`config.mk`:
```
export PLATFORM = sky130hd
export DESIGN_NAME = lda_front
export DESIGN_NICKNAME = d
export VERILOG_FILES = /design/src/design/lda_pkg.sv /design/src/design/lda_front.sv
export SDC_FILE = /design/constraint.sdc
export NUM_CORES = 1
export LEC_CHECK = 0
export BUFFER_PORTS_ARGS = -buffer_cell sky130_fd_sc_hd__buf_2
export CAP_MARGIN = 20
export CELL_PAD_IN_SITES_DETAIL_PLACEMENT = 0
export CELL_PAD_IN_SITES_GLOBAL_PLACEMENT = 1
export CORE_MARGIN = 3
export CORE_UTILIZATION = 34
export DETAILED_ROUTE_END_ITERATION = 16
export PLACE_DENSITY_LB_ADDON = 0.1
export RECOVER_POWER = 50
export SYNTH_ARGS = -nofsm -noshare
export SYNTH_HDL_FRONTEND = slang
export SYNTH_SLANG_ARGS = --single-unit
```
`constraint.sdc`:
```
create_clock -name vclk -period 9.2
set_clock_uncertainty 0.15 [all_clocks]
set_input_delay 0.46 -clock vclk [all_inputs]
set_output_delay 0.46 -clock vclk [all_outputs]
set_load 0.01 [all_outputs]
```
`src/design/lda_pkg.sv`:
```
// Shared types and constants of the line rasterizer with alpha blend.
`timescale 1ns / 1ps

package lda_pkg;

  // Fixed field widths
  localparam int COORD_W    = 16;
  localparam int COLOR_W    = 8;
  localparam int DIM_W      = 9;
  localparam int ALPHA_W    = 9;
  localparam int COUNT_W    = 10;
  localparam int DELTA_W    = COORD_W + 1;
  localparam int ERR_W      = COORD_W + 4;
  localparam int CFG_IDX_W  = 3;
  localparam int CFG_DATA_W = 9;

  // Command queue between front and back
  localparam int QUEUE_DEPTH = 2;
  localparam int QPTR_W      = $clog2(QUEUE_DEPTH);
  localparam int QCNT_W      = $clog2(QUEUE_DEPTH + 1);

  // Blend arithmetic: new = (old*(256-a) + col*a + 128) >> 8
  localparam logic [ALPHA_W-1:0] ALPHA_ONE   = 9'd256;
  localparam int                 BLEND_ROUND = 128;
  localparam int                 BLEND_SHIFT = 8;

  localparam logic [COUNT_W-1:0] COUNT_MAX = '1;

  // Register reset values
  localparam logic [DIM_W-1:0]   WIDTH_RESET  = 9'd256;
  localparam logic [DIM_W-1:0]   HEIGHT_RESET = 9'd256;
  localparam logic [COLOR_W-1:0] BG_RESET     = 8'd0;
  localparam logic [ALPHA_W-1:0] ALPHA_RESET  = 9'd179;

  typedef enum logic [1:0] {
    OP_CLEAR = 2'd0,
    OP_DRAW  = 2'd1,
    OP_READ  = 2'd2,
    OP_NOP   = 2'd3
  } opcode_e;

  typedef enum logic [CFG_IDX_W-1:0] {
    REG_FRAME_WIDTH      = 3'd0,
    REG_FRAME_HEIGHT     = 3'd1,
    REG_BACKGROUND_RED   = 3'd2,
    REG_BACKGROUND_GREEN = 3'd3,
    REG_BACKGROUND_BLUE  = 3'd4,
    REG_BLEND_ALPHA      = 3'd5
  } reg_idx_e;

  typedef struct packed {
    logic [1:0]                opcode;
    logic signed [COORD_W-1:0] x_start;
    logic signed [COORD_W-1:0] y_start;
    logic signed [COORD_W-1:0] x_end;
    logic signed [COORD_W-1:0] y_end;
    logic [COLOR_W-1:0]        line_red;
    logic [COLOR_W-1:0]        line_green;
    logic [COLOR_W-1:0]        line_blue;
  } req_t;

  typedef struct packed {
    logic [COLOR_W-1:0] pixel_red;
    logic [COLOR_W-1:0] pixel_green;
    logic [COLOR_W-1:0] pixel_blue;
    logic [COUNT_W-1:0] pixels_drawn;
    logic               read_outside;
  } rsp_t;

  // Active configuration, already clamped
  typedef struct packed {
    logic [DIM_W-1:0]   act_w;
    logic [DIM_W-1:0]   act_h;
    logic [COLOR_W-1:0] bg_red;
    logic [COLOR_W-1:0] bg_green;
    logic [COLOR_W-1:0] bg_blue;
    logic [ALPHA_W-1:0] alpha;
  } cfg_t;

  // Classified command with line setup done
  typedef struct packed {
    opcode_e                   op;
    logic signed [COORD_W-1:0] x0;
    logic signed [COORD_W-1:0] y0;
    logic signed [COORD_W-1:0] x1;
    logic signed [COORD_W-1:0] y1;
    logic [DELTA_W-1:0]        dx;
    logic [DELTA_W-1:0]        dy;
    logic                      sx_neg;
    logic                      sy_neg;
    logic signed [ERR_W-1:0]   err0;
    logic [COLOR_W-1:0]        red;
    logic [COLOR_W-1:0]        green;
    logic [COLOR_W-1:0]        blue;
  } cmd_t;

endpackage

```
`src/design/lda_front.sv`:
```
// Front end: accepts requests, decodes them and prepares line setup.
`timescale 1ns / 1ps

module lda_front
  import lda_pkg::*;
(
  input  logic start_i,
  input  req_t req_i,
  input  logic full_i,
  output logic busy_o,
  output logic push_o,
  output cmd_t cmd_o
);

  logic signed [DELTA_W-1:0] x0_ext, y0_ext, x1_ext, y1_ext;
  logic signed [DELTA_W-1:0] x_diff, y_diff;
  logic [DELTA_W-1:0]        dx, dy;
  logic                      x_up, y_up;

  // Hold requests off while the queue is full
  assign busy_o = full_i;
  assign push_o = start_i && !full_i;

  // Line deltas and step directions
  always_comb begin
    x0_ext = {req_i.x_start[COORD_W-1], req_i.x_start};
    y0_ext = {req_i.y_start[COORD_W-1], req_i.y_start};
    x1_ext = {req_i.x_end[COORD_W-1], req_i.x_end};
    y1_ext = {req_i.y_end[COORD_W-1], req_i.y_end};
    x_up   = req_i.x_end > req_i.x_start;
    y_up   = req_i.y_end > req_i.y_start;
    x_diff = x1_ext - x0_ext;
    y_diff = y1_ext - y0_ext;
    dx     = x_up ? $unsigned(x_diff) : $unsigned(-x_diff);
    dy     = y_up ? $unsigned(y_diff) : $unsigned(-y_diff);
  end

  // Build the queued command
  always_comb begin
    cmd_o.op     = opcode_e'(req_i.opcode);
    cmd_o.x0     = req_i.x_start;
    cmd_o.y0     = req_i.y_start;
    cmd_o.x1     = req_i.x_end;
    cmd_o.y1     = req_i.y_end;
    cmd_o.dx     = dx;
    cmd_o.dy     = dy;
    cmd_o.sx_neg = !(req_i.x_start < req_i.x_end);
    cmd_o.sy_neg = !(req_i.y_start < req_i.y_end);
    cmd_o.err0   = $signed(ERR_W'(dx)) - $signed(ERR_W'(dy));
    cmd_o.red    = req_i.line_red;
    cmd_o.green  = req_i.line_green;
    cmd_o.blue   = req_i.line_blue;
  end

endmodule

```
**Yosys cells after proc, flatten, opt, wreduce, memory -nomap -nowiden**

Cells that the tools add are included.

- Register bits: 0
- Output and inout port bits: 148
- Word-level logic and storage cells: 15

- Add/sub/neg operators: 5
- Order comparisons: 4
- Mux-type cells: 2
- Reduce and logical (&&, ||, !) cells: 4

Operator list:

| kind | count |
|---|---|
| $mux W17 | 2 |
| $neg A17 Y17 | 2 |
| $sub A16 B16 Y17 | 2 |
| $gt A16 B16 Y1 | 2 |
| $lt A16 B16 Y1 | 2 |
| $sub A17 B17 Y18 | 1 |
| $logic_not A1 Y1 | 3 |
| $logic_and A1 B1 Y1 | 1 |

**Depth between registers and ports, before layout**

- Depth in word-level cells: 4
- Mapped depth: 22
- Gate-level depth less buffers: 20

**Least setup slack after synthesis**

Ideal clock, no wire load.

- Path kind: input to output
- From: input req_i[75] in the netlist's numbering
- To: output cmd_o[42] in the netlist's numbering
- Arrival time: 4392 ps
- Required time: 8590 ps
- Slack: 4198 ps
- Stages on the path: 21
- Cell sequence: inv_1 -> ha_1 -> o211a_1 -> o31ai_1 -> a21oi_1 -> nor4b_1 -> o21ai_0 -> a21oi_1 -> clkbuf_1 -> nor2_1 -> xnor2_1 -> ha_1 -> and2_1 -> nor2_1 -> o21a_1 -> nand4_1 -> nand4_1 -> nand3_1 -> o41ai_1 -> o21a_1 -> buf_4

RTL lines:

| element | RTL line | text |
|---|---|---|
| start: declaration | lda_front.sv:8 | `input req_t req_i,` |
| end: declaration | lda_front.sv:12 | `output cmd_t cmd_o` |

==> flow_summary.toml <==
[status]
status = "completed"

[final_layout]
flops_and_latches = 0
fillCellCount = 1334
drive_gt1_frac = 0.2333
areaGrowthSynthToFinish_pct = 8.515
sequential_standard_cell_area_um2 = 0
nets = 838
stdcell_area_um2 = 4608
post_layout_nonfiller_instances = 858
antenna_cells = 0
n_clock_buffer = 0

[global_routing]
overflow = 0
grt_first_pass_wirelength_um = 19110
antenna_found_initial = 0
grt_max_degree = 17
via_count_of_the_first_global_routing_pass = 4178
globalRouteTotalUtil = 0.1574

[placed_design]
io_buffer_count = 188
dp_hpwl_um = 10300
pre_cts_ws_ns = 3.165
gp_congestion = 0.8384
placedCellCount = 857
placed_cell_area_um2 = 4661

[worst_setup_path]
critPathTopFamily = "compound AO/OA/AOI/OAI gates"
max_stage_delay_ns = 0.47
worstPathCellList = "buf_2 > inv_1 > ha_1 > nor2b_1 > o31a_1 > o31ai_1 > a31oi_1 > o21ai_1 > a21oi_1 > buf_4 > inv_2 > o21ai_0 > xor2_1 > ha_1 > a21oi_1 > nand4_1 > nand4_1 > nand3_1 > o41ai_1 > o21a_1 > buf_2"
timing.critical_path.required_ns = 8.59
critPathCaptureType = "output port"
worst-path-buf-inv = 5
critical_path.startpoint_type = "input port"
highest_fanout_seen_on_the_critical_path = 11
arrival_ns = 5.00
worstSetupPathType = "in2out"
crit_slowest_cell = "sky130_fd_sc_hd__o31ai_1"

[floorplanning]
core_um2 = 12110
initial_cell_density_of_the_core = 0.3506
top_level_ports = 240
die-area_um2 = 13870
rows = 40
die_width_um = 117.8
die_span_y_um = 117.8

[sta]
hold_viol = 0
final.min_clock_period_ns = 5.606
timing.max_slew.rel_slack = 0.3919
setup_repair_after_global_routing_missed_its_margin = "false"
final.setup.worst_slack_ns = 3.594
post-route-period-util = 0.6094
report.final.setup_viol = 0
fmaxAchievable_mhz = 178.4
totalNegativeSetupSlack_ns = 0
finalMaxSlewViolations = 0
worst-slew-pin-transition_ns = 0.8979

[drt]
routed_wl_um = 11780
antenna_left = 0
wire_per_inst_um = 13.73
detailroute.via_count = 4339
initialDrtViolationCount = 146
firstDrtPassIters = 4
viasPerCell = 5.057
post_route_drc = 0

[power]
power.internal_w = 0.0003898
clock_power_share = 0
overall_power_w = 0.0009286
power_frac_comb = 1.000
seqPwrFrac = 0
power.density_nw_per_um2 = 201.5
netSwitchingFraction = 0.5802
leakagePower_nw = 2.210
peakVddDrop_mv = 0.06403
switchingPower_w = 0.0005388

[yosys]
yosys.area.top_type = "sky130_fd_sc_hd__buf_4"
synthesis.area_per_instance_um2 = 7.019
syn_nets = 751
synthesis.area_um2 = 4247
yosys.area.top_type_share = 0.1644
synth.top_cells.by_area = "sky130_fd_sc_hd__buf_4, sky130_fd_sc_hd__ha_1, sky130_fd_sc_hd__xnor2_1"
syn-instance-count = 605
ys_warn_count = 0
seq_area_frac_synth = 0
synth_cell_types = 67

[min_path]
timing.hold.worst.class = "in2out"

[cts]
postCtsSetupBuffers = 0
cts.repair.resized = 0
cts-hold-fix-buffers = 0

[run]
timing.max_cap.violations = 0
-- layer usage --
| metal | wire [um] | vias to the layer above | global-route usage |
|---|---|---|---|
| li1 | - | 2230 | - |
| met1 | 5003 | 1945 | 0.1835 |
| met2 | 5883 | 140 | 0.3087 |
| met4 | 230 | 0 | 0.03004 |
| met5 | 0 | - | 0 |
| met3 | 662 | 24 | 0.01634 |
-- power by group through the flow --
stage / clock, W / sequential (W) / combinational, W
6_report: 0 / 0 / 0.000929
5_1_grt: 0 / 0 / 0.00102
4_1_cts: 0 / 0 / 0.000938
3_5_place_dp: 0 / 0 / 0.000934
3_3_place_gp: 0 / 0 / 0.000928
2_1_floorplan: 0 / 0 / 0.000660
-- cells in the final DEF, fill, tap and decap left out, drive strengths merged, types with 5 or more instances in the layout --
master	n
buf	142
inv	58
ha	51
clkbuf	48
xnor2	47
nor2	44
a21oi	38
nand2	30
o21ai	28
xor2	26
o21a	16
nor3	16
nand4	11
a31oi	8
nor2b	8
nand3	7
a211oi	7
a21o	6
and3	6
o31ai	6
or3	5
o41ai	5
a41oi	5
-- cells in the mapped netlist (all sizes together), types with 3 or more instances --
cell / count
o31ai: 6
nor3b: 3
nand2: 30
nor4: 3
nor3: 16
nand3b: 4
buf: 94
o211ai: 4
xnor2: 47
a31oi: 8
o21bai: 3
fa: 3
or3: 5
clkbuf: 11
xor2: 26
o21ai: 28
a41oi: 5
and3: 6
a21o: 6
nor2b: 8
a21oi: 38
or2: 4
o41ai: 5
and2: 4
nand3: 7
nor4b: 3
nand4: 11
nor2: 44
a211oi: 7
a211o: 4
and4: 4
inv: 58
o21a: 16
a2111oi: 3
o31a: 4
ha: 51
-- kinds of logic (layout without fill, tap and decap cells) --
kind of cell,after synthesis,after routing,synth area share
compound gates,155,155,0.2590
xor+xnor,73,73,0.1506
fa+ha+maj,54,54,0.1644
buf+inv,163,248,0.2266
mux,2,2,0.005009
simple gates,158,158,0.1945
-- final timing paths --
path              startpoint        end  slack, ns  depth (start not counted)
setup / recovery   req_i[57]  cmd_o[42]       3.59                         21
hold / removal      req_i[0]   cmd_o[0]       0.77                          0
-- stage by stage --
| step | util | hold WS (ns) |
|---|---|---|
| detailed placement | 0.3848 | 0.7701 |
| floorplan | - | 0.8164 |
| CTS | 0.3848 | 0.7701 |
| global placement | 0.3848 | 0.7701 |
| global route | 0.3805 | 0.7700 |
| finish | 0.3805 | 0.7700 |
-- area by class of cell --
type                            count  area, um^2  share of cell area
Tap cell                          168       210.2             0.04562
Multi-Input combinational cell    442        3284              0.7127
Inverter                           58       217.7             0.04724
Timing Repair Buffer              190       895.9              0.1944
No activity file was read; power rests on OpenSTA's default activity.
