## src/design/lda_pkg.sv

```systemverilog
// Shared types and constants of the line rasterizer with alpha blend.
`timescale 1ns / 1ps

package lda_pkg;

  // Fixed field widths
  localparam int COORD_W    = 16;
  localparam int COLOR_W    = 8;
  localparam int DIM_W      = 9;
  localparam int ALPHA_W    = 9;
  localparam int COUNT_W    = 10;
  localparam int DELTA_W    = COORD_W + 1;
  localparam int ERR_W      = COORD_W + 4;
  localparam int CFG_IDX_W  = 3;
  localparam int CFG_DATA_W = 9;

  // Command queue between front and back
  localparam int QUEUE_DEPTH = 2;
  localparam int QPTR_W      = $clog2(QUEUE_DEPTH);
  localparam int QCNT_W      = $clog2(QUEUE_DEPTH + 1);

  // Blend arithmetic: new = (old*(256-a) + col*a + 128) >> 8
  localparam logic [ALPHA_W-1:0] ALPHA_ONE   = 9'd256;
  localparam int                 BLEND_ROUND = 128;
  localparam int                 BLEND_SHIFT = 8;

  localparam logic [COUNT_W-1:0] COUNT_MAX = '1;

  // Register reset values
  localparam logic [DIM_W-1:0]   WIDTH_RESET  = 9'd256;
  localparam logic [DIM_W-1:0]   HEIGHT_RESET = 9'd256;
  localparam logic [COLOR_W-1:0] BG_RESET     = 8'd0;
  localparam logic [ALPHA_W-1:0] ALPHA_RESET  = 9'd179;

  typedef enum logic [1:0] {
    OP_CLEAR = 2'd0,
    OP_DRAW  = 2'd1,
    OP_READ  = 2'd2,
    OP_NOP   = 2'd3
  } opcode_e;

  typedef enum logic [CFG_IDX_W-1:0] {
    REG_FRAME_WIDTH      = 3'd0,
    REG_FRAME_HEIGHT     = 3'd1,
    REG_BACKGROUND_RED   = 3'd2,
    REG_BACKGROUND_GREEN = 3'd3,
    REG_BACKGROUND_BLUE  = 3'd4,
    REG_BLEND_ALPHA      = 3'd5
  } reg_idx_e;

  typedef struct packed {
    logic [1:0]                opcode;
    logic signed [COORD_W-1:0] x_start;
    logic signed [COORD_W-1:0] y_start;
    logic signed [COORD_W-1:0] x_end;
    logic signed [COORD_W-1:0] y_end;
    logic [COLOR_W-1:0]        line_red;
    logic [COLOR_W-1:0]        line_green;
    logic [COLOR_W-1:0]        line_blue;
  } req_t;

  typedef struct packed {
    logic [COLOR_W-1:0] pixel_red;
    logic [COLOR_W-1:0] pixel_green;
    logic [COLOR_W-1:0] pixel_blue;
    logic [COUNT_W-1:0] pixels_drawn;
    logic               read_outside;
  } rsp_t;

  // Active configuration, already clamped
  typedef struct packed {
    logic [DIM_W-1:0]   act_w;
    logic [DIM_W-1:0]   act_h;
    logic [COLOR_W-1:0] bg_red;
    logic [COLOR_W-1:0] bg_green;
    logic [COLOR_W-1:0] bg_blue;
    logic [ALPHA_W-1:0] alpha;
  } cfg_t;

  // Classified command with line setup done
  typedef struct packed {
    opcode_e                   op;
    logic signed [COORD_W-1:0] x0;
    logic signed [COORD_W-1:0] y0;
    logic signed [COORD_W-1:0] x1;
    logic signed [COORD_W-1:0] y1;
    logic [DELTA_W-1:0]        dx;
    logic [DELTA_W-1:0]        dy;
    logic                      sx_neg;
    logic                      sy_neg;
    logic signed [ERR_W-1:0]   err0;
    logic [COLOR_W-1:0]        red;
    logic [COLOR_W-1:0]        green;
    logic [COLOR_W-1:0]        blue;
  } cmd_t;

endpackage

```

## src/design/lda_queue.sv

```systemverilog
// Short command queue between the front end and the execution back end.
`timescale 1ns / 1ps

module lda_queue
  import lda_pkg::*;
(
  input  logic clk_i,
  input  logic rst_ni,
  input  logic push_i,
  input  cmd_t push_cmd_i,
  input  logic pop_i,
  output logic full_o,
  output logic vld_o,
  output cmd_t head_o
);

  cmd_t              entry_q [QUEUE_DEPTH];
  logic [QPTR_W-1:0] wr_ptr_q, wr_ptr_d, rd_ptr_q, rd_ptr_d;
  logic [QCNT_W-1:0] count_q, count_d;
  logic              do_pop;

  assign full_o = (count_q == QCNT_W'(QUEUE_DEPTH));
  assign vld_o  = (count_q != '0);
  assign head_o = entry_q[rd_ptr_q];
  assign do_pop = pop_i && vld_o;

  // Advance pointers and count
  always_comb begin
    wr_ptr_d = wr_ptr_q;
    rd_ptr_d = rd_ptr_q;
    count_d  = count_q;
    if (push_i) begin
      wr_ptr_d = (wr_ptr_q == QPTR_W'(QUEUE_DEPTH - 1)) ? '0 : wr_ptr_q + 1'b1;
    end
    if (do_pop) begin
      rd_ptr_d = (rd_ptr_q == QPTR_W'(QUEUE_DEPTH - 1)) ? '0 : rd_ptr_q + 1'b1;
    end
    if (push_i && !do_pop) begin
      count_d = count_q + 1'b1;
    end else if (!push_i && do_pop) begin
      count_d = count_q - 1'b1;
    end
  end

  always_ff @(posedge clk_i or negedge rst_ni) begin
    if (!rst_ni) begin
      wr_ptr_q <= '0;
      rd_ptr_q <= '0;
      count_q  <= '0;
    end else begin
      wr_ptr_q <= wr_ptr_d;
      rd_ptr_q <= rd_ptr_d;
      count_q  <= count_d;
    end
  end

  // Store the pushed command
  always_ff @(posedge clk_i) begin
    if (push_i) begin
      entry_q[wr_ptr_q] <= push_cmd_i;
    end
  end

  a_no_overflow: assert property (@(posedge clk_i) disable iff (!rst_ni)
    push_i |-> !full_o)
    else $error("queue push while full");

endmodule

```

## config.mk

```make
export PLATFORM = sky130hd
export DESIGN_NAME = lda_queue
export DESIGN_NICKNAME = d
export VERILOG_FILES = /design/src/design/lda_pkg.sv /design/src/design/lda_queue.sv
export SDC_FILE = /design/constraint.sdc
export NUM_CORES = 1
export LEC_CHECK = 0
export BUFFER_PORTS_ARGS = -buffer_cell sky130_fd_sc_hd__clkbuf_2
export CAP_MARGIN = 0
export CORE_MARGIN = 2
export CORE_UTILIZATION = 50
export DETAILED_ROUTE_END_ITERATION = 7
export PLACE_DENSITY = 0.77
export SETUP_SLACK_MARGIN = 0.1
export SYNTH_ARGS = -nofsm -noshare
export SYNTH_HDL_FRONTEND = slang
export SYNTH_SLANG_ARGS = --single-unit
export TNS_END_PERCENT = 10
```

## constraint.sdc

```tcl
create_clock -name clk_i -period 8.2 [get_ports clk_i]
set_input_delay 1.64 -clock clk_i [delete_from_list [all_inputs] [get_ports clk_i]]
set_output_delay 1.64 -clock clk_i [all_outputs]
set_load 0.03 [all_outputs]
```

# Yosys cells after proc, flatten, opt, wreduce, memory -nomap -nowiden
# Memory sizes are Yosys's and may differ from the RTL's.
# Cells that the tools add are included.
totals:
  romBits: 0
  latchBits: 0
  wordCells: 22
  register_bits: 4
  mem_bits_rw: 292
  memories: 1
  out_inout_bits: 148
  input_bits: 150
memory_table:
  columns: ["memory", "depth", "word_bits", "read_ports", "rd_ports_with_merged_regs", "write_ports", "line", "rtl"]
  rows:
  - ["entry_q", 2, 146, 1, 0, 1, "lda_queue.sv:17", "cmd_t entry_q [QUEUE_DEPTH];"]
op_classes:
  bitwise_logic: 0
  reduce_logical: 7
  add_sub_neg: 4
  order_cmp: 0
  n_eq_ne: 1
  shift: 0
  multipliers: 0
  muxes: 6
  div_mod_pow: 0
op_table:
  columns: ["cell", "count"]
  rows:
  - ["$mux 1", 4]
  - ["$mux 2", 2]
  - ["$reduce_bool 2->1", 2]
  - ["$logic_and 1x1->1", 3]
  - ["$add 1x1->1 const B", 2]
  - ["$add 2x1->2 const B", 1]
  - ["$eq 2x2->1 const B", 1]
  - ["$logic_not 1->1", 2]
  - ["$sub 2x1->2 const B", 1]

# Depth between registers and ports, before layout
depth:
  ltp_word: 5
  mapped_depth: 6
  depth_no_buf: 6

# Worst setup path before layout
# No wires, ideal clock.
synth_timing:
  path_kind: "input port to flip-flop"
  startpoint: "in push_i"
  endpoint: "mem entry_q[0][0] in the netlist's numbering, enable pin"
  required_ns: 7.529
  stages: 1
  setup_slack_ns: -0.428
  arrival_ns: 7.957
  path_cell_list: "nor2b_1"
synth_between:
  elab_chain_cells: 2
synth_lines:
  columns: ["item", "line", "rtl"]
  rows:
  - ["start, declared", "lda_queue.sv:9", "input logic push_i,"]
  - ["$mux 1", "lda_queue.sv:59", "if (push_i) begin"]
  - ["$mux 1 (not written as such)", "lda_queue.sv:60", "entry_q[wr_ptr_q] <= push_cmd_i;"]
  - ["end, declared", "lda_queue.sv:17", null]
# No other way between the ends.

==> results.md <==
* DR WL met2 at about 10 mm
* Placed inst area at roughly 0.012 mm²
* Core Area at ~0.021 mm²
* Fmax at 207.0 MHz
* Initial core utilization at around half
* Area growth syn-to-layout at 23.62%
* Vias at 5448
* Sequential power share at a little over two fifths
* First-pass DRT Iterations at 6
* Top Metal Used: met4
* Comb power frac at 33.7%
* Simple-Gate Fraction of Synth Area at less than 1%
* Layout cells sized above 1 at just over 60%
* Maximum VDD drop at about 370 µV
* Grt ovf at 0
* RSZ-0062 raised after global routing: false
* Final min period at roughly 4.8 ns
* Syn nets at ~620
* Xor and xnor area share after synthesis at less than 1%
* Post-layout net count at ~940
* Count of max-cap constraint violations at 0
* Multiplexer share of the synthesized area at between 10% and 20%
* Global-route wire length before repair at 28.68 mm
* Clock skew at 0.01030 ns
* Met3 WL at ~1.7 mm
* Combinational family with the most area after synthesis: multiplexers
* Via density at about 5.0
* Hold_ws at between 0.4 and 0.5 ns
* CTS root buf: clkbuf_16
* DRT iter0 DRCs at around 240
* Maximum buffer depth of the clock tree at 3
* CP Class: flip-flop to output pin
* Startpoint Class: flip-flop
* Global-route usage over all layers at ~17%
* Complex-gate fraction of the synthesized area at 0%
* FF+latch count, synth at slightly below 300
* Rel. slew slack at between 20 and 30%
* Leakage at ~5.1 nW
* Fin crit share at 58.91%
* Clk network pwr share at between 20% and 30%
* Final hold vios at 0
* Post-cts resize count at 0
* DIE AREA at approximately 0.023 mm²
* Worst Max-Slew Pin Slew at 1.078 ns
* Sw Pwr at between 1.5 and 2 mW
* H-tree Lvls at 1
* Area contributors post-synth: edfxtp_1 81%, mux2_2 15%, buf_6 1.6%
* Arrival time worst endpoint at roughly 3.2 ns
* PwrDens at roughly 380 mW/mm²
* Worst-path clk slew at ~0.060 ns
* Die width at 150.8 µm
* Status: finished, final reports clean
* Final WL at between 20 and 25 mm
* Adder-Cell Fraction of Synth Area at less than 1%
* Worst-Skew Late Latency at 0.52 ns
* Cell taking the most area after synthesis: edfxtp_1
* Seq/Total Area, Yosys at slightly above 80%
* GP Congestion at about 0.77
* Avg WL per Cell at roughly 19 µm
* Total clock sinks at roughly 300
* CTS Hold Bufs at 0
* Syn Area/Cell at approximately 23 µm²
* Tightest Hold Check Type: flip-flop to flip-flop
* Number of CTS-inserted buffers at 29
* DRT antenna net count at 0
* Crit-path max FO at 75
* Setup_tns at 0 ns
* Die H at ~150 µm
* Num rows at 53
* Number of diodes at 0
* Crit. End Element: output pin
* Met1 Wirelength at between 7 and 8 mm
* TritonCTS clock tree: yes
* I/O pins at between 200 and 300
* Final instance area at 0.01332 mm²
* Detailed Place HPWL at about 13 mm
* Synth cell types at 13
* Switch share at 34.89%
* Slew Viols, Final at 0
* Vias in the first global route at 5582
* Syn Inst Count at 470
* Final setup fails at 0
* IO Port Bufs at a little under 300
* Initial antenna violation count at 0
* WP data required at 6.56 ns
* Setup Buffers After CTS at 0
* DRC viols at 0
* Warning count from the yosys run at 0
* Top-area cell type share of the netlist area at roughly 81%
* P_int at between 3 and 4 mW
* Syn Std Cell Area at around 0.011 mm²
* Largest net degree at the start of global routing at 81
==> critical path: stages, from the launching register on <==
cell	delay, ns
dfrtp_4	1.05
buf_4	0.88
mux2_2	0.42
clkbuf_2	0.20
==> state kept, by name (all words and copies together), names as in the netlist <==
| register | cells |
|---|---|
| rd_ptr_q | 1 |
| wr_ptr_q | 1 |
| count_q | 2 |
| entry_q | 292 |
==> synth_stat cells (all sizes together) <==
master and instances:
buf 16, nor2b 2, xnor2 2, xor2 3, or2 1, dfrtp 4
nor2 1, mux2 146, edfxtp 292, nand2 1, and2 1, ha 1
==> cells by family (layout without fill, tap and decap cells) <==
family | after synthesis | in the layout
DFF | 296 | 296
muxes | 146 | 146
buffers and inverters | 16 | 352
and+or+nand+nor | 6 | 6
xor gates and xnor gates | 5 | 5
adders and majority gates | 1 | 1
==> stage by stage <==
stage	std cells	worst slack, ns	util, %	power (mW)
finish	1081	3.370	63.17	5.005
CTS	1081	3.335	63.17	5.071
global placement	1031	3.950	59.20	3.845
detailed placement	1031	3.913	59.20	3.887
floorplan	470	2.317	-	3.488
global route	1081	3.181	63.17	5.218
==> power by group through the flow <==
stage	clock network, mW	logic (mW)	registers (mW)
detailed placement	0	1.71	2.18
global route	1.26	1.78	2.18
finish	1.17	1.69	2.15
floorplan	0	1.36	2.12
CTS	1.20	1.71	2.15
global placement	0	1.68	2.16
==> routing by layer <==
layer  track usage (%)  vias to the layer above
met5                 0                        -
met4             5.280                        0
met3             5.030                       34
met2             29.02                      242
met1             19.66                     2658
li1                  -                     2514
==> area by class of cell <==
type | instances | area (µm²)
clock buffers | 36 | 752.0
clock inverters | 14 | 85.08
fillers | 1503 | 7767
multi-input cells | 158 | 1743
flip-flops and latches | 296 | 8872
well taps | 275 | 344.1
repair buffers | 302 | 1524
==> worst paths after layout <==
path | startpoint | endpoint | slack (ns) | cells past startpoint
min in group asynchronous | rst_ni | count_q[0] | 0.92 | 1
max in group asynchronous | rst_ni | rd_ptr_q | 7.14 | 1
worst max register to register | wr_ptr_q | entry_q[1][132] | 5.58 | 2
worst max-delay path | rd_ptr_q | head_o[79] | 3.37 | 3
worst min-delay path | count_q[1] | count_q[1] | 0.49 | 1
worst min register to register | count_q[1] | count_q[1] | 0.49 | 1
==> layout by cell type, fill, tap and decap left out, drive strengths merged <==
master and count:
ha 1, nor2b 2, dfrtp 4, buf 5, edfxtp 292, or2 1
xnor2 2, nand2 1, bufinv 1, clkinv 13, mux2 146, clkbuf 333
xor2 3, and2 1, nor2 1
No activity file was read; power rests on OpenSTA's default activity.
