`config.mk`:
```
export PLATFORM = sky130hd
export DESIGN_NAME = lda_cfg
export DESIGN_NICKNAME = d
export VERILOG_FILES = /design/src/design/lda_pkg.sv /design/src/design/lda_cfg.sv
export SDC_FILE = /design/constraint.sdc
export NUM_CORES = 1
export LEC_CHECK = 0
export ABC_AREA = 1
export BUFFER_PORTS_ARGS = -buffer_cell sky130_fd_sc_hd__buf_2
export CELL_PAD_IN_SITES_DETAIL_PLACEMENT = 1
export CELL_PAD_IN_SITES_GLOBAL_PLACEMENT = 1
export CORE_MARGIN = 5
export CORE_UTILIZATION = 35
export CTS_BUF_LIST = sky130_fd_sc_hd__clkbuf_4 sky130_fd_sc_hd__clkbuf_8
export DETAILED_ROUTE_END_ITERATION = 10
export MAX_ROUTING_LAYER = met4
export PLACE_DENSITY = 0.78
export RECOVER_POWER = 100
export REMOVE_ABC_BUFFERS = 1
export SLEW_MARGIN = 20
export SYNTH_ARGS = -nofsm -noshare
export SYNTH_HDL_FRONTEND = slang
export SYNTH_SLANG_ARGS = --single-unit
export TNS_END_PERCENT = 20
```
`constraint.sdc`:
```
create_clock -name clk_i -period 1.35 [get_ports clk_i]
set_input_delay 0.0675 -clock clk_i [delete_from_list [all_inputs] [get_ports clk_i]]
set_output_delay 0.0675 -clock clk_i [all_outputs]
set_load 0.01 [all_outputs]
```
`src/design/lda_pkg.sv`:
```
// Shared types and constants of the line rasterizer with alpha blend.
`timescale 1ns / 1ps

package lda_pkg;

  // Fixed field widths
  localparam int COORD_W    = 16;
  localparam int COLOR_W    = 8;
  localparam int DIM_W      = 9;
  localparam int ALPHA_W    = 9;
  localparam int COUNT_W    = 10;
  localparam int DELTA_W    = COORD_W + 1;
  localparam int ERR_W      = COORD_W + 4;
  localparam int CFG_IDX_W  = 3;
  localparam int CFG_DATA_W = 9;

  // Command queue between front and back
  localparam int QUEUE_DEPTH = 2;
  localparam int QPTR_W      = $clog2(QUEUE_DEPTH);
  localparam int QCNT_W      = $clog2(QUEUE_DEPTH + 1);

  // Blend arithmetic: new = (old*(256-a) + col*a + 128) >> 8
  localparam logic [ALPHA_W-1:0] ALPHA_ONE   = 9'd256;
  localparam int                 BLEND_ROUND = 128;
  localparam int                 BLEND_SHIFT = 8;

  localparam logic [COUNT_W-1:0] COUNT_MAX = '1;

  // Register reset values
  localparam logic [DIM_W-1:0]   WIDTH_RESET  = 9'd256;
  localparam logic [DIM_W-1:0]   HEIGHT_RESET = 9'd256;
  localparam logic [COLOR_W-1:0] BG_RESET     = 8'd0;
  localparam logic [ALPHA_W-1:0] ALPHA_RESET  = 9'd179;

  typedef enum logic [1:0] {
    OP_CLEAR = 2'd0,
    OP_DRAW  = 2'd1,
    OP_READ  = 2'd2,
    OP_NOP   = 2'd3
  } opcode_e;

  typedef enum logic [CFG_IDX_W-1:0] {
    REG_FRAME_WIDTH      = 3'd0,
    REG_FRAME_HEIGHT     = 3'd1,
    REG_BACKGROUND_RED   = 3'd2,
    REG_BACKGROUND_GREEN = 3'd3,
    REG_BACKGROUND_BLUE  = 3'd4,
    REG_BLEND_ALPHA      = 3'd5
  } reg_idx_e;

  typedef struct packed {
    logic [1:0]                opcode;
    logic signed [COORD_W-1:0] x_start;
    logic signed [COORD_W-1:0] y_start;
    logic signed [COORD_W-1:0] x_end;
    logic signed [COORD_W-1:0] y_end;
    logic [COLOR_W-1:0]        line_red;
    logic [COLOR_W-1:0]        line_green;
    logic [COLOR_W-1:0]        line_blue;
  } req_t;

  typedef struct packed {
    logic [COLOR_W-1:0] pixel_red;
    logic [COLOR_W-1:0] pixel_green;
    logic [COLOR_W-1:0] pixel_blue;
    logic [COUNT_W-1:0] pixels_drawn;
    logic               read_outside;
  } rsp_t;

  // Active configuration, already clamped
  typedef struct packed {
    logic [DIM_W-1:0]   act_w;
    logic [DIM_W-1:0]   act_h;
    logic [COLOR_W-1:0] bg_red;
    logic [COLOR_W-1:0] bg_green;
    logic [COLOR_W-1:0] bg_blue;
    logic [ALPHA_W-1:0] alpha;
  } cfg_t;

  // Classified command with line setup done
  typedef struct packed {
    opcode_e                   op;
    logic signed [COORD_W-1:0] x0;
    logic signed [COORD_W-1:0] y0;
    logic signed [COORD_W-1:0] x1;
    logic signed [COORD_W-1:0] y1;
    logic [DELTA_W-1:0]        dx;
    logic [DELTA_W-1:0]        dy;
    logic                      sx_neg;
    logic                      sy_neg;
    logic signed [ERR_W-1:0]   err0;
    logic [COLOR_W-1:0]        red;
    logic [COLOR_W-1:0]        green;
    logic [COLOR_W-1:0]        blue;
  } cmd_t;

endpackage

```
`src/design/lda_cfg.sv`:
```
// Configuration register file with clamping of frame size and alpha.
`timescale 1ns / 1ps

module lda_cfg
  import lda_pkg::*;
#(
  parameter int MAX_WIDTH  = 256,
  parameter int MAX_HEIGHT = 256
) (
  input  logic                  clk_i,
  input  logic                  rst_ni,
  input  logic                  cfg_we_i,
  input  logic [CFG_IDX_W-1:0]  cfg_idx_i,
  input  logic [CFG_DATA_W-1:0] cfg_data_i,
  output cfg_t                  cfg_o
);

  logic [DIM_W-1:0]   width_q, height_q;
  logic [COLOR_W-1:0] bg_red_q, bg_green_q, bg_blue_q;
  logic [ALPHA_W-1:0] alpha_q;

  // Write one register; unknown indexes are dropped
  always_ff @(posedge clk_i or negedge rst_ni) begin
    if (!rst_ni) begin
      width_q    <= WIDTH_RESET;
      height_q   <= HEIGHT_RESET;
      bg_red_q   <= BG_RESET;
      bg_green_q <= BG_RESET;
      bg_blue_q  <= BG_RESET;
      alpha_q    <= ALPHA_RESET;
    end else if (cfg_we_i) begin
      case (reg_idx_e'(cfg_idx_i))
        REG_FRAME_WIDTH:      width_q    <= cfg_data_i[DIM_W-1:0];
        REG_FRAME_HEIGHT:     height_q   <= cfg_data_i[DIM_W-1:0];
        REG_BACKGROUND_RED:   bg_red_q   <= cfg_data_i[COLOR_W-1:0];
        REG_BACKGROUND_GREEN: bg_green_q <= cfg_data_i[COLOR_W-1:0];
        REG_BACKGROUND_BLUE:  bg_blue_q  <= cfg_data_i[COLOR_W-1:0];
        REG_BLEND_ALPHA:      alpha_q    <= cfg_data_i[ALPHA_W-1:0];
        default: ;
      endcase
    end
  end

  // Clamp frame size to the store and alpha to one
  always_comb begin
    cfg_o.act_w    = (int'(width_q) > MAX_WIDTH) ? DIM_W'(MAX_WIDTH) : width_q;
    cfg_o.act_h    = (int'(height_q) > MAX_HEIGHT) ? DIM_W'(MAX_HEIGHT) : height_q;
    cfg_o.bg_red   = bg_red_q;
    cfg_o.bg_green = bg_green_q;
    cfg_o.bg_blue  = bg_blue_q;
    cfg_o.alpha    = (alpha_q > ALPHA_ONE) ? ALPHA_ONE : alpha_q;
  end

endmodule

```
* Word-level counts from Yosys, hierarchy flattened
Cells that the tools add are included.
Word-level totals: register bits 51, logic and storage cells 24
Cells by class: order comparisons 3, equal/unequal tests 5, multiplexer cells 3, reductions and logical operators 7
Operators by type and width (number):
- $gt 9x9->1 const B | 3
- $mux 9 | 3
- $reduce_and 2->1 | 6
- $eq 3x2->1 const B | 2
- $eq 3x3->1 const B | 2
- $eq 3x1->1 const B | 1
- $logic_not 3->1 | 1

* Longest topological paths before layout
Gate-level depths: netlist (run 1).
depth in word-level cells 2, depth in mapped cells 6, gate-level depth less buffers 5

* Worst setup path before layout (run 1)
OpenSTA, ideal clock, no wires.
kind reg2out, start register alpha_q[7], end output cfg_o[0] (netlist name), arrival time 0.982 ns, data required time 1.283 ns, path slack 0.300 ns, cell stages (with the launch flop) 6, buffers on the path 0, path through dfstp_2 nor2_1 nand2_1 nor2_1 nor2_1 nor2_1
RTL lines:
- start, declared | RTL line lda_cfg.sv:20 | logic [ALPHA_W-1:0] alpha_q;
- start signal, assigned | RTL line lda_cfg.sv:38 | REG_BLEND_ALPHA: alpha_q <= cfg_data_i[ALPHA_W-1:0];
- end, declared | RTL line lda_cfg.sv:15 | output cfg_t cfg_o

==> metrics.md, run 1 <==
| Metric | Value |
|---|---|
| Final period util | `1.14` |
| End of the worst register-to-register path | `alpha_q[7]$_DFFE_PN1P_` |
| Number of non-filler instances in the completed layout | `about 420` |
| Number of clock sinks | `~50` |
| Worst hold-check path type | `input pin to register` |
| Final Critical Period | `about 1500 ps` |
| Hold slack | `~60 ps` |
| Required time at the endpoint of the critical path | `around 1300 ps` |
| Total standard cell area after synthesis | `~2200 sq um` |
| Post-detailed-routing wire length | `6310 microns` |
| Worst-Margin Slew | `between 600 and 700 ps` |
| Launching element of the worst setup path | `alpha_q[7]$_DFFE_PN1P_` |
| Wire length of the first global-routing pass | `between 9000 and 10000 microns` |
| Setup CP Type | `register to output port` |
| Sequential share of the synthesized area | `0.593` |
| Minimum setup slack among reg-to-reg paths | `between 400 and 500 ps` |
| Detailed router's first-iteration violation count | `67` |
| Number of buffers created by CTS | `5` |
| Vias per std cell | `between 4 and 5` |
| Data arrival time at the worst-slack endpoint | `about 1500 ps` |
| Detailed-routing iteration count for the pre-antenna-repair pass | `4` |
| Violations in the final reports | `setup timing` |
| Final worst-path setup slack | `-184 ps` |
| Num ports | `between 60 and 70` |
| # DRC | `0` |
| Number of nets with antenna violations after routing | `0` |
| Final Wtd Congestion | `just over 0.7` |
| Starting utilization of the core area | `0.364` |
| Final Net Count | `360` |
| GRT Util Overall | `0.174` |
| Adder and majority gate portion of the synthesized area | `0` |
| Cell variety after synth | `13` |
| Most frequent cells after synthesis | `sky130_fd_sc_hd__nand2_1 (59), sky130_fd_sc_hd__o21ai_0 (51), sky130_fd_sc_hd__dfrtp_1 (44), sky130_fd_sc_hd__nor2_1 (44), sky130_fd_sc_hd__inv_1 (39)` |
| Basic-gate share of the synthesized area counting and, or, nand and nor cells | `0.197` |
| Crit path to | `cfg_o[1]` |
| Port Buffer Count | `65` |
| TNS Setup | `-2240 ps` |
| Syn. warnings | `0` |
| Relative slew margins | `0.538` |
| Pin count of the biggest net entering global routing | `52` |
| Endpoint class of the critical path | `output port` |
| Crit Path Max Fanout | `5` |
| Synth area leaders | `sky130_fd_sc_hd__dfrtp_1 (51%), sky130_fd_sc_hd__o21ai_0 (12%), sky130_fd_sc_hd__nand2_1 (10%)` |
| Sum of overflow across all layers after global routing | `0` |
| Via count | `just under 2k` |
| Root buffer cell | `sky130_fd_sc_hd__clkbuf_8` |
| Syn_area_per_cell | `between 8 and 9 sq um` |
| Antenna cells | `0` |
| Power density relative to cell area | `between 1500 and 2000 nW/um^2` |
| Clock-pin slew of the registers on the worst-case setup and hold paths | `about 100 ps` |
| Number of cells traversed by the worst register-to-register path | `3` |
| Die extent in y | `just under 90 microns` |
| Number of endpoints failing setup at the final stage | `22` |
| Critical R2R Launch | `alpha_q[7]$_DFFE_PN1P_` |
| Placed instance area | `2570 sq um` |
| Clock Path Buffers | `2` |
| Width of the die | `about 89 microns` |
| Mux contribution to synthesized area | `0` |
| Dominant register cell in the synthesized netlist | `sky130_fd_sc_hd__dfrtp_1` |
| Post-route clock skew | `0 ps` |
| Total of max-cap violations | `0` |
| Placed Cells | `around 390` |
| XOR/XNOR Fraction of Synth Area | `0` |
| Placed wire-length estimate | `slightly above 4000 microns` |
| Achievable clock frequency | `around 650 MHz` |
| Largest family of logic cells by synthesized area | `simple AND/OR/NAND/NOR gates` |
| Worst IR drop on VDD | `0.774 mV` |
| Initial antenna violation count | `0` |
| Synth Area in Compound Gates | `0.118` |
| Row count | `28` |
| CTS tree | `built` |
| Most frequently used cell type in the post-synthesis netlist | `sky130_fd_sc_hd__nand2_1` |
| RSZ-0062 raised after global routing | `yes` |
| Setup slack at placement | `between 70 and 80 ps` |
| Flip-flop and latch count after synthesis | `51` |
| P_leak | `approximately 1.5 nW` |
| Number of pins with negative max-slew slack in the final report | `0` |
| Synth area leader | `sky130_fd_sc_hd__dfrtp_1` |
| P&R area growth vs syn | `30.0%` |
| Synthesized instance count | `between 200 and 300` |
| Fillers | `760` |
| Post-synth EDFFs | `0` |
| Average wire per standard cell | `about 15 microns` |
| H-tree depth | `2` |
| Number of global-route vias before repair | `slightly above 2k` |
| Std-Cell Core Area | `5960 sq um` |
| Top cell type's share of synthesized area | `0.508` |
| Final core utilization | `0.473` |
| Cell area after layout | `2820 sq um` |
| Design Power | `about 4.4 mW` |
| Status | `complete, but fails checks` |
| Crit start category | `register` |
| Layout cell share with drive strength beyond 1 | `0.249` |
| Count of endpoints failing hold in the final timing report | `0` |
| Latest clock arrival within the worst-skew pair | `300 ps` |
| Area of the die | `7860 sq um` |
| Share of flip-flops with an asynchronous set or reset after synthesis | `1.00` |
what timing repair did:
item                                   in CTS  in global routing
gates resized for setup                     4                 12
pin swaps                                   5                  6
buffers inserted                           12                  7
hold buffers                                1                  0
endpoints found under the hold margin      44                  0
setup endpoints to repair                  22                 23
cells by family (layout without fill, tap and decap cells):
kind of cell	after synthesis	count (layout)
AO/OA/AOI/OAI	51	51
buffers and inverters	48	135
flip-flops	51	51
AND/OR/NAND/NOR	109	109
layout make-up:
cell class	instances	area, sq um	area share
well taps	75	93.8	0.0333
multi-input cells	160	712	0.253
inverters	39	146	0.0520
flip-flops and latches	51	1280	0.456
clock inverters	2	35.0	0.0124
clock buffers	6	82.6	0.0293
repair buffers	88	462	0.164
worst min-delay path by stage:
stage	endpoint	depth (start not counted)	slack, ps	startpoint
floorplan	alpha_q[2]$_DFFE_PN0P_	0	-230	rst_ni
finish	width_q[8]$_DFFE_PN1P_	3	60	cfg_data_i[8]
global route	height_q[8]$_DFFE_PN1P_	3	60	cfg_data_i[8]
detailed placement	bg_green_q[7]$_DFFE_PN0P_	2	80	rst_ni
CTS	height_q[8]$_DFFE_PN1P_	3	50	cfg_data_i[8]
global placement	bg_green_q[3]$_DFFE_PN0P_	2	80	rst_ni
where the power goes:
group	switching [mW]	total (mW)	leakage (nW)	internal, mW
Clock	0.506	1.11	0.0612	0.601
Sequential	0.192	2.03	0.626	1.84
Combinational	0.728	1.25	0.777	0.527
Total	1.43	4.39	1.46	2.97
cells in the final DEF, fill, tap and decap left out:
master,synthesis,final
sky130_fd_sc_hd__dfstp_2,7,5
sky130_fd_sc_hd__buf_2,1,37
sky130_fd_sc_hd__clkbuf_1,4,29
sky130_fd_sc_hd__buf_4,0,15
sky130_fd_sc_hd__bufinv_16,0,1
sky130_fd_sc_hd__o21ai_0,51,51
sky130_fd_sc_hd__clkinv_2,0,1
sky130_fd_sc_hd__nor2_1,44,32
sky130_fd_sc_hd__clkbuf_4,0,6
sky130_fd_sc_hd__nand2_2,3,1
sky130_fd_sc_hd__inv_2,0,1
sky130_fd_sc_hd__nor2_2,0,11
sky130_fd_sc_hd__clkbuf_8,0,6
sky130_fd_sc_hd__dfrtp_1,44,44
sky130_fd_sc_hd__dlygate4sd3_1,0,1
sky130_fd_sc_hd__nor2_4,1,2
sky130_fd_sc_hd__nand2_1,59,61
sky130_fd_sc_hd__inv_1,39,38
sky130_fd_sc_hd__dfstp_1,0,2
sky130_fd_sc_hd__nand3_1,2,2
state kept, by name, summed over array words and instances, names as in the netlist:
signal      flops
bg_red_q        8
alpha_q         9
width_q         9
height_q        9
bg_blue_q       8
bg_green_q      8
per-layer routing:
| layer | GRT usage | part of all wire |
|---|---|---|
| met1 | 0.207 | 0.42 |
| met2 | 0.298 | 0.52 |
| met3 | 0.0298 | 0.048 |
| met4 | 0.0536 | 0.012 |
| met5 | - | 0 |
worst max-delay path, cell delays in order (launching register included):
cell                      delay, ps
sky130_fd_sc_hd__dfstp_2        550
sky130_fd_sc_hd__nor2_1          50
sky130_fd_sc_hd__nand2_1         60
sky130_fd_sc_hd__nor2_1          50
sky130_fd_sc_hd__nor2_1         140
sky130_fd_sc_hd__buf_4          160
sky130_fd_sc_hd__nor2_1          40
sky130_fd_sc_hd__buf_2          130
Power figures use the tool's default switching activity.
==> run 2, diff against run 1 <==
- CORE_UTILIZATION: 35 -> 38
- PLACE_DENSITY: 0.78 -> 0.83
==> run 2 against run 1 <==
Against the previous run:
- the flow still finishes with violations (setup timing)
- count of clock-buffer cells in the layout increased by 1
- routed wire length decreased by 5.9%
- non-clock buffer count decreased by 8
- worst hold slack got worse by 10 ps
- design area decreased by 0.93%
- combinational power about the same
- fmax increased by 3.4%
- die area decreased by 7.0%
- sequential share of layout area increased by 0.43 points
- clock power decreased by 11%
- cell count decreased by 2.6%
==> metrics.md, run 2 (same netlist as run 1, synthesis figures left out) <==
| Metric | Value |
|---|---|
| Status | `complete, but fails checks (unchanged)` |
| Violations in the final reports | `setup timing (unchanged)` |
| Power density relative to cell area | `1520 nW/um^2 (was 1560 nW/um^2)` |
| Placed wire-length estimate | `4140 microns (was 4100 microns)` |
| End of the worst register-to-register path | `alpha_q[5]$_DFFE_PN1P_ (was alpha_q[7]$_DFFE_PN1P_)` |
| Switching power of the nets | `1.42 mW (was 1.43 mW)` |
| CTS tree | `built (unchanged)` |
| Leading cell type in the layout, fill and taps excluded | `sky130_fd_sc_hd__buf_2 (was sky130_fd_sc_hd__nand2_1)` |
| Setup CP Type | `register to output port (unchanged)` |
| Relative slew margins | `0.538 (about the same)` |
| Placed Cells | `390 (was 393)` |
| Port Buffer Count | `65 (unchanged)` |
| Row count | `27 (was 28)` |
| Crit start category | `register (unchanged)` |
| Wire length of the first global-routing pass | `9510 microns (was 10000 microns)` |
| Post-route clock skew | `0 ps (unchanged)` |
| Final worst-path setup slack | `-133 ps (was -184 ps)` |
| Required time at the endpoint of the critical path | `1280 ps (about the same)` |
| Crit Path Max Fanout | `6 (was 5)` |
| H-tree depth | `2 (unchanged)` |
| Antenna cells | `0 (unchanged)` |
| Detailed router's first-iteration violation count | `83 (was 67)` |
| Sum of overflow across all layers after global routing | `0 (unchanged)` |
| Number of buffers created by CTS | `5 (unchanged)` |
| Number of nets with antenna violations after routing | `0 (unchanged)` |
| Footprint of the multi-input gates | `729 sq um (was 712 sq um)` |
| Vias per std cell | `4.56 (was 4.61)` |
| Biggest regs | `alpha_q: 9 flops, height_q: 9 flops, width_q: 9 flops (unchanged)` |
| Area of the die | `7310 sq um (was 7860 sq um)` |
| Post-detailed-routing wire length | `5940 microns (was 6310 microns)` |
| End point of the most critical hold path | `width_q[8]$_DFFE_PN1P_ (unchanged)` |
| P_leak | `1.51 nW (was 1.46 nW)` |
| Average wire per standard cell | `14.5 microns (was 15.0 microns)` |
| Setup slack at placement | `45.9 ps (was 75.4 ps)` |
| Width of the die | `85.5 microns (was 88.7 microns)` |
| Most used cells in the layout excluding fill and tap cells | `sky130_fd_sc_hd__buf_2 (64), sky130_fd_sc_hd__nand2_1 (59), sky130_fd_sc_hd__o21ai_0 (51) (was sky130_fd_sc_hd__nand2_1 (61), sky130_fd_sc_hd__o21ai_0 (51), sky130_fd_sc_hd__dfrtp_1 (44))` |
| Total of max-cap violations | `0 (unchanged)` |
| Critical R2R Launch | `alpha_q[5]$_DFFE_PN1P_ (was alpha_q[7]$_DFFE_PN1P_)` |
| Number of global-route vias before repair | `1954 (was 2064)` |
| Number of endpoints failing setup at the final stage | `22 (unchanged)` |
| Count of endpoints failing hold in the final timing report | `0 (unchanged)` |
| Hold slack | `51.1 ps (was 61.2 ps)` |
| Via count | `1869 (was 1939)` |
| Std-Cell Core Area | `5510 sq um (was 5960 sq um)` |
| Number of pins with negative max-slew slack in the final report | `0 (unchanged)` |
| Worst hold-check path type | `input pin to register (unchanged)` |
| GRT Util Overall | `0.173 (was 0.174)` |
| Die extent in y | `85.5 microns (was 88.7 microns)` |
| P&R area growth vs syn | `28.8% (was 30.0%)` |
| Initial antenna violation count | `0 (unchanged)` |
| Number of non-filler instances in the completed layout | `410 (was 421)` |
| Fillers | `696 (was 760)` |
| Beginning of the worst hold path | `cfg_data_i[8] (unchanged)` |
| Hold-critical path depth | `3 (unchanged)` |
| Latest clock arrival within the worst-skew pair | `310 ps (was 300 ps)` |
| Design internal power | `2.83 mW (was 2.97 mW)` |
| Root buffer cell | `sky130_fd_sc_hd__clkbuf_8 (unchanged)` |
| RSZ-0062 raised after global routing | `yes (unchanged)` |
| Worst IR drop on VDD | `0.645 mV (was 0.774 mV)` |
| Clock-pin slew of the registers on the worst-case setup and hold paths | `100 ps (about the same)` |
| Part of the power in registers | `0.478 (was 0.462)` |
| Proportion of power drawn by combinational gates | `0.289 (was 0.286)` |
| Number of clock sinks | `51 (unchanged)` |
| Final period util | `1.10 (was 1.14)` |
| Achievable clock frequency | `674 MHz (was 652 MHz)` |
| Num ports | `66 (unchanged)` |
| # DRC | `0 (unchanged)` |
| Detailed-routing iteration count for the pre-antenna-repair pass | `4 (unchanged)` |
| Number of cells traversed by the worst register-to-register path | `3 (unchanged)` |
| Clock Path Buffers | `2 (unchanged)` |
| Data arrival time at the worst-slack endpoint | `1420 ps (was 1470 ps)` |
| Final Wtd Congestion | `0.735 (was 0.719)` |
| Portion of total power attributed to the clock network | `0.232 (was 0.252)` |
| Starting utilization of the core area | `0.393 (was 0.364)` |
| Final Net Count | `352 (was 360)` |
| Endpoint class of the critical path | `output port (unchanged)` |
| Pin count of the biggest net entering global routing | `52 (unchanged)` |
| Layout cell share with drive strength beyond 1 | `0.320 (was 0.249)` |
| Worst-Margin Slew | `693 ps (about the same)` |
| Final Critical Period | `1480 ps (was 1530 ps)` |
| Switching power as a share of total power | `0.334 (was 0.325)` |
| Sequential cell area | `1280 sq um (unchanged)` |
| Minimum setup slack among reg-to-reg paths | `500 ps (was 440 ps)` |
## run 2: layer usage
metal  routed length, microns  GRT usage
met5                        0          -
met4                       90     0.0518
met3                      337     0.0490
met2                     2980      0.299
met1                     2530      0.194
## run 2: final cells by class
type | count | share of cell area
Sequential cell | 51 | 0.461
Multi-Input combinational cell | 160 | 0.261
Timing Repair Buffer | 80 | 0.156
Inverter | 39 | 0.0525
Clock buffer | 7 | 0.0345
Tap cell | 72 | 0.0323
Clock inverter | 1 | 0.00269
## run 2: power by group through the flow
stage               sequential (mW)  combinational [mW]  clock, mW
finish                         2.03                1.23      0.988
global route                   2.07                1.39       1.09
CTS                            2.04                1.15       1.01
detailed placement             2.07                1.09          0
global placement               2.06                1.04          0
floorplan                      2.10               0.520          0
## run 2: worst max-delay path by stage
stage	depth (start not counted)	start	to
floorplan	3	height_q[8]$_DFFE_PN1P_	cfg_o[33]
global placement	4	width_q[8]$_DFFE_PN1P_	cfg_o[48]
detailed placement	4	width_q[8]$_DFFE_PN1P_	cfg_o[49]
CTS	7	alpha_q[4]$_DFFE_PN1P_	cfg_o[6]
global route	6	alpha_q[3]$_DFFE_PN0P_	cfg_o[2]
finish	6	alpha_q[1]$_DFFE_PN1P_	cfg_o[2]
## run 2: repair_timing
action,4_1_cts,5_1_grt
endpoints found under the hold margin,51,0
endpoints found under the setup margin,22,22
resized for setup,4,14
hold buffers,1,0
pin swaps,4,9
buffers inserted,4,8
## run 2: critical path: stages (launching register included)
cell	delay [ps]
sky130_fd_sc_hd__dfstp_2	560
sky130_fd_sc_hd__nor2_2	40
sky130_fd_sc_hd__nand2_1	70
sky130_fd_sc_hd__nor2_2	50
sky130_fd_sc_hd__nor2_4	170
sky130_fd_sc_hd__nor2_1	60
sky130_fd_sc_hd__buf_2	140
## run 2: through the flow
stage | area (sq um) | power (mW) | TNS, ps | util
after floorplan | 2110 | 2.62 | 0 | -
after global placement | 2560 | 3.09 | 0 | 0.466
after detailed placement | 2560 | 3.16 | 0 | 0.466
after CTS | 2720 | 4.20 | -2760 | 0.494
after global routing | 2790 | 4.55 | -4200 | 0.507
final | 2790 | 4.25 | -2040 | 0.507
